==> src/rtl/core/hpm_pkg.sv <==
// Shared types and constants for the histogram percentile min/max block.
// Used by the controller, the datapath and the top level; no dependencies.
`default_nettype none

package hpm_pkg;

	// Default sizing of the histogram store
	localparam int DEF_MAX_SAMPLE_BITS = 16;
	localparam int DEF_COUNT_WIDTH     = 32;

	// Fixed field widths
	localparam int SAMPLE_W   = 16;
	localparam int LEVEL_W    = 16;
	localparam int BITS_W     = 5;
	localparam int FRAC_W     = 17;
	localparam int CFG_IDX_W  = 2;
	localparam int CFG_DATA_W = 17;

	localparam logic [BITS_W-1:0] MIN_BITS = 5'd8;
	localparam logic [FRAC_W-1:0] Q16_ONE  = 17'h10000;

	// Register indexes on the configuration port
	localparam logic [CFG_IDX_W-1:0] CFG_SAMPLE_BITS   = 2'd0;
	localparam logic [CFG_IDX_W-1:0] CFG_LOW_FRACTION  = 2'd1;
	localparam logic [CFG_IDX_W-1:0] CFG_HIGH_FRACTION = 2'd2;

	// Scan direction
	localparam logic DIR_UP   = 1'b0;
	localparam logic DIR_DOWN = 1'b1;

	// Controller to datapath commands
	typedef struct packed {
		logic acc_rd;     // sample accepted: latch it, read its bin
		logic acc_wr;     // write back incremented bin, bump count
		logic tgt_lo;     // compute low target
		logic tgt_hi;     // compute high target
		logic scan_init;  // start a scan
		logic scan_dir;   // direction for scan_init
		logic scan_step;  // advance scan one bin
		logic clr_step;   // clear one bin
		logic out_load;   // load result into output register
	} hpm_cmd_t;

	// Datapath to controller status
	typedef struct packed {
		logic scan_done;  // scan finishes this cycle
		logic clr_last;   // last bin being cleared this cycle
		logic out_free;   // output register can take a result
	} hpm_sts_t;

endpackage

`default_nettype wire

==> src/rtl/core/hpm_ctrl.sv <==
// Controller for the histogram percentile min/max block.
// Sequences accumulation, target math, both scans, output and clearing; uses hpm_pkg.
`default_nettype none

module hpm_ctrl
	import hpm_pkg::*;
(
	input  wire logic     clk,
	input  wire logic     arst_n,
	input  wire logic     s_tvalid,
	input  wire logic     s_tlast,
	output logic          s_tready,
	input  wire hpm_sts_t sts,
	output hpm_cmd_t      cmd
);

	typedef enum logic [2:0] {
		ST_CLEAR,
		ST_IDLE,
		ST_ACC_WR,
		ST_TGT_LO,
		ST_TGT_HI,
		ST_SCAN_LO,
		ST_SCAN_HI,
		ST_OUT
	} state_t;

	state_t state_q;
	logic   last_q;

	assign s_tready = (state_q == ST_IDLE);

	// Command decode
	always_comb begin
		cmd = '0;
		case (state_q)
			ST_CLEAR:   cmd.clr_step = 1'b1;
			ST_IDLE:    cmd.acc_rd = s_tvalid;
			ST_ACC_WR:  cmd.acc_wr = 1'b1;
			ST_TGT_LO:  cmd.tgt_lo = 1'b1;
			ST_TGT_HI: begin
				cmd.tgt_hi    = 1'b1;
				cmd.scan_init = 1'b1;
				cmd.scan_dir  = DIR_UP;
			end
			ST_SCAN_LO: begin
				cmd.scan_step = 1'b1;
				cmd.scan_init = sts.scan_done;
				cmd.scan_dir  = DIR_DOWN;
			end
			ST_SCAN_HI: cmd.scan_step = 1'b1;
			ST_OUT:     cmd.out_load = sts.out_free;
			default:    cmd = '0;
		endcase
	end

	// State register
	always_ff @(posedge clk or negedge arst_n) begin
		if (!arst_n) begin
			state_q <= ST_CLEAR;
			last_q  <= 1'b0;
		end else begin
			case (state_q)
				ST_CLEAR: begin
					if (sts.clr_last) state_q <= ST_IDLE;
				end
				ST_IDLE: begin
					if (s_tvalid) begin
						last_q  <= s_tlast;
						state_q <= ST_ACC_WR;
					end
				end
				ST_ACC_WR: begin
					state_q <= last_q ? ST_TGT_LO : ST_IDLE;
				end
				ST_TGT_LO:  state_q <= ST_TGT_HI;
				ST_TGT_HI:  state_q <= ST_SCAN_LO;
				ST_SCAN_LO: begin
					if (sts.scan_done) state_q <= ST_SCAN_HI;
				end
				ST_SCAN_HI: begin
					if (sts.scan_done) state_q <= ST_OUT;
				end
				ST_OUT: begin
					if (sts.out_free) state_q <= ST_CLEAR;
				end
				default: state_q <= ST_CLEAR;
			endcase
		end
	end

endmodule

`default_nettype wire

==> config.mk <==
export PLATFORM = sky130hd
export DESIGN_NAME = hpm_ctrl
export DESIGN_NICKNAME = d
export VERILOG_FILES = /design/src/rtl/core/hpm_pkg.sv /design/src/rtl/core/hpm_ctrl.sv
export SDC_FILE = /design/constraint.sdc
export NUM_CORES = 1
export LEC_CHECK = 0
export ABC_CLOCK_PERIOD_IN_PS = 2850
export BUFFER_PORTS_ARGS = -buffer_cell sky130_fd_sc_hd__buf_2
export CORE_AREA = 10 10 47 49
export DETAILED_ROUTE_END_ITERATION = 12
export DIE_AREA = 0 0 57 59
export GPL_ROUTABILITY_DRIVEN = 1
export PLACE_DENSITY = 0.57
export SLEW_MARGIN = 30
export SYNTH_ARGS = -nofsm -noshare
export SYNTH_HDL_FRONTEND = slang
export SYNTH_SLANG_ARGS = --single-unit
==> constraint.sdc <==
create_clock -name clk -period 2.85 [get_ports clk]
set_clock_uncertainty 0.2 [all_clocks]
set_input_delay 0.7125 -clock clk [delete_from_list [all_inputs] [get_ports clk]]
set_output_delay 0.7125 -clock clk [all_outputs]
set_load 0.02 [all_outputs]
# Word-level counts from Yosys, hierarchy flattened
# Index checks and enable logic that the tools add are counted.
# totals
reg_bits	4
latch_bits	0
ramBits	0
rom_bits	0
input_bits	7
output_inout_bits	10
elab_cells	33
n_memories	0
# op_classes
add_sub_neg	0
multipliers	0
div	0
order_cmp	0
n_eq_ne	12
shifts	0
n_mux	15
bitwise	0
reduce_logical	4
# op_table
cell	count
$pmux W3 S8	1
$mux W3	5
$eq A3 B3 Y1 const B	4
$ne A2 B2 Y1 const B	5
$mux W1	7
$eq A3 B2 Y1 const B	2
$reduce_and A5 Y1	1
$pmux W2 S2	1
$eq A3 B1 Y1 const B	1
$logic_not A3 Y1	1
$mux W2	1
$reduce_and A2 Y1	1
$reduce_or A2 Y1	1

# Depth between registers and ports, before layout
# logic_depth
word_depth	3
ltp_mapped	5
depth_no_buf	4

# Worst setup path after synthesis
# Ideal clock, no wire load.
# synth_path
path_kind	input-to-output
start	in sts[0] (netlist name)
end	out cmd[0] (netlist name)
arrival_ns	1.115
required_ns	1.938
setup_slack_ns	0.822
stages	2
path_buffers	0
path_cell_list	nand3_1 -> nor2_1
# synth_rtl
element	line_no	text
start, declared	hpm_ctrl.sv:13	input wire hpm_sts_t sts,
end, declared	hpm_ctrl.sv:14	output hpm_cmd_t cmd

==> reports/qor_table.md <==
| Parameter | This run |
|---|---|
| Multiplexer share of the synthesized area | 8.43% |
| Remaining max-slew budget at the tightest pin | 71.9% |
| Largest family of logic cells by synthesized area | simple AND/OR/NAND/NOR gates |
| Proportion of netlist area held by the largest area contributor | 32.1% |
| Post-CTS resize count | 0 |
| Share of post-route cells with drive strength above 1 | 41.5% |
| Fin crit period | 2370 ps |
| Post-layout worst setup margin | 479 ps |
| Starting density of the core | 22.2% |
| Worst path buffer plus inverter count | 2 |
| Worst-Margin Slew | 421 ps |
| Most used flip-flop cell after synthesis | sky130_fd_sc_hd__dfrtp_1 |
| Worst-case setup slack after placement | 674 ps |
| Commonest non-fill, non-tap cell in the layout | sky130_fd_sc_hd__buf_2 |
| Post-synthesis instance area | 312 um^2 |
| Share of the synthesized area in compound gates (AO/OA/AOI/OAI) | 13.3% |
| Global-route congestion overflow total | 0 |
| Launching point of the worst reg2reg path | state_q[0] |
| Arrival time at the worst endpoint | 1460 ps |
| Total number of cells along the worst setup path | 3 |
| Vert. Die Dim | 59 um |
| Power density normalized to cell area | 1270 nW/um^2 |
| Post-DRT Antenna Nets | 0 |
| Fmax | 422 MHz |
| Clock-pin transition on the worst setup and hold timing paths | 40 ps |
| TritonCTS Buffers | 3 |
| Final Hold Violating Endpoints | 0 |
| Commonest cells after routing, fill and taps aside | 16 x sky130_fd_sc_hd__buf_2, 6 x sky130_fd_sc_hd__nor2_1, 4 x sky130_fd_sc_hd__dfrtp_1 |
| Synth-to-layout area growth | 31.7% |
| Count of flip-flops with a built-in enable after synthesis | 0 |
| Number of violations reported at the end of detailed-routing iteration 0 | 4 |
| Post CTS Setup Buffer Count | 0 |
| Xor and xnor area share after synthesis | 2.81% |
| Number of detailed-routing iterations run before antenna repair | 3 |
| Mean post-synth cell area | 8.42 um^2 |
| Series of cell instances along the critical path | inv_2, nor4_4, buf_2 |
| Post-Synthesis Cells | 37 |
| Total Routed Length | 800 um |
| Internal reg-to-reg setup slack | 1140 ps |
| Avg WL per Cell | 11.6 um |
| Total Power | 523 uW |
| Longest Clk Path Bufs | 2 |
| Number of max-cap violations | 0 |
| Via count of the routed design | 295 |
| Die area | 3360 um^2 |
| Kind of end point of the critical path | output pin |
| Vias per cell | 4.28 |
| Max-slew violation total from the final report | 0 |
| Total Negative Setup Slacks | 0 ps |
| Largest net degree at the start of global routing | 14 |
| Post-synth net total | 44 |
| Top-Level Pins | 17 |
| Aggregate global-route resource usage | 4.36% |
| Tightest Hold Check Type | in -> async |
| Simple-Gate Fraction of Synth Area | 30.9% |
| Post-synth cell types | 21 |
| Data required time at the worst endpoint | 1940 ps |
| Critical path capture point | cmd[8] |
| Final core utilization | 29.3% |
| Top cell family by delay on the critical path | flip-flops |
| Final weighted congestion in routability-driven placement | 0.676 |
| Post-synthesis register bit count | 4 |
| Global-route wire length before repair | 1.12 mm |
| Total DRC errors in the routed layout | 0 |
| Source-to-sink clock delay at the later pin of the worst-skew pair | 230 ps |
| # setup viols final | 0 |
| Start point of the critical path | state_q[0] |
| Adder-cell share of the synthesized area | 0% |
| Cts hold-fix bufs | 0 |
| Horiz. Die Dim | 57 um |
| Async SR Flop Fraction | 100% |
| Maximum ir drop on the vdd rail | 414 uV |
| CP Max Fanout | 12 |
| Setup repair after global routing missed its margin | false |
| Clock tree from TritonCTS | yes |
| Post-synthesis sequential area ratio | 32.1% |
| Cell types with the largest area share after synthesis | sky130_fd_sc_hd__dfrtp_1 32%, sky130_fd_sc_hd__nor2_1 7.2%, sky130_fd_sc_hd__nor4_4 6.8%, sky130_fd_sc_hd__a21oi_1 4.8%, sky130_fd_sc_hd__nor3_1 4.8% |
| Placeable core region | 1400 um^2 |
| Number of port buffers | 16 |
| H-tree lvl count | 1 |
| Clock sink count | 4 |
| Cell chosen for the clock root | sky130_fd_sc_hd__clkbuf_4 |
| Post-layout nets | 62 |
| Via count of the first global-routing pass | 276 |
| End of the worst register-to-register path | state_q[0] |
| Status | completed |
| Antenna violations before repair | 0 |
| CP startpoint kind | register |
| Cell taking the most area after synthesis | sky130_fd_sc_hd__dfrtp_1 |
| Critical setup path kind | reg -> out |
| Inserted Diodes | 0 |
| P_leak | 0.229 nW |
| Crit path max-delay cell type | sky130_fd_sc_hd__dfrtp_1 |
| Period utilization | 83.2% |
| Count of warnings emitted by yosys | 0 |
| R2r worst-path depth | 4 |
| Cell row count | 14 |
| Highest cell delay on the worst timing path | 550 ps |
==> state kept, by name, summed over array words and instances (netlist names) <==
signal / flops
state_q: 3
last_q: 1
==> synth_stat cells, drive strengths merged, types with 2 or more instances <==
cell type,count
buf,3
dfrtp,4
nand2,2
mux2,2
and3,2
nor2,6
nor3,3
inv,4
a21oi,3
==> kinds of logic after synthesis <==
logic type                Yosys count
AOI/OAI and AO/OA                   6
DFF                                 4
xor gates and xnor gates            1
buffers and inverters               7
and+or+nand+nor                    17
muxes                               2
==> through the flow <==
| step | hold WS (ps) | instance area [um^2] | instances |
|---|---|---|---|
| after detailed placement | 286 | 388 | 66 |
| after floorplan | 217 | 312 | 37 |
| after global routing | 68.8 | 410 | 69 |
| final | 76.4 | 410 | 69 |
| after CTS | 68.0 | 410 | 69 |
| after global placement | 275 | 388 | 66 |
==> layer usage <==
metal	GRT usage, %	up-vias	routed length (um)
li1	-	156	-
met1	3.79	132	355
met2	7.60	7	414
met3	2.36	0	30
met4	3.02	0	0
met5	0	-	0
==> report_power, final <==
group | internal [mW] | switching, mW
Clock | 0.0469 | 0.0207
Combinational | 0.128 | 0.171
Sequential | 0.0850 | 0.0713
==> final cells by class <==
class,instances,area (um^2)
multi-input combinational,26,173
fill,165,991
tap,16,20.0
sequential,4,100
timing repair buffer,16,80.1
clock buffer,3,22.5
inverter,4,15.0
==> how the worst min path moves through the flow <==
stage,slack [ps],end,startpoint
floorplan,220,last_q,arst_n
global placement,270,last_q,last_q
detailed placement,290,last_q,last_q
CTS,70,last_q,arst_n
global route,70,last_q,arst_n
finish,80,state_q[0],arst_n
Note: power is estimated with default switching activity, not from simulation.
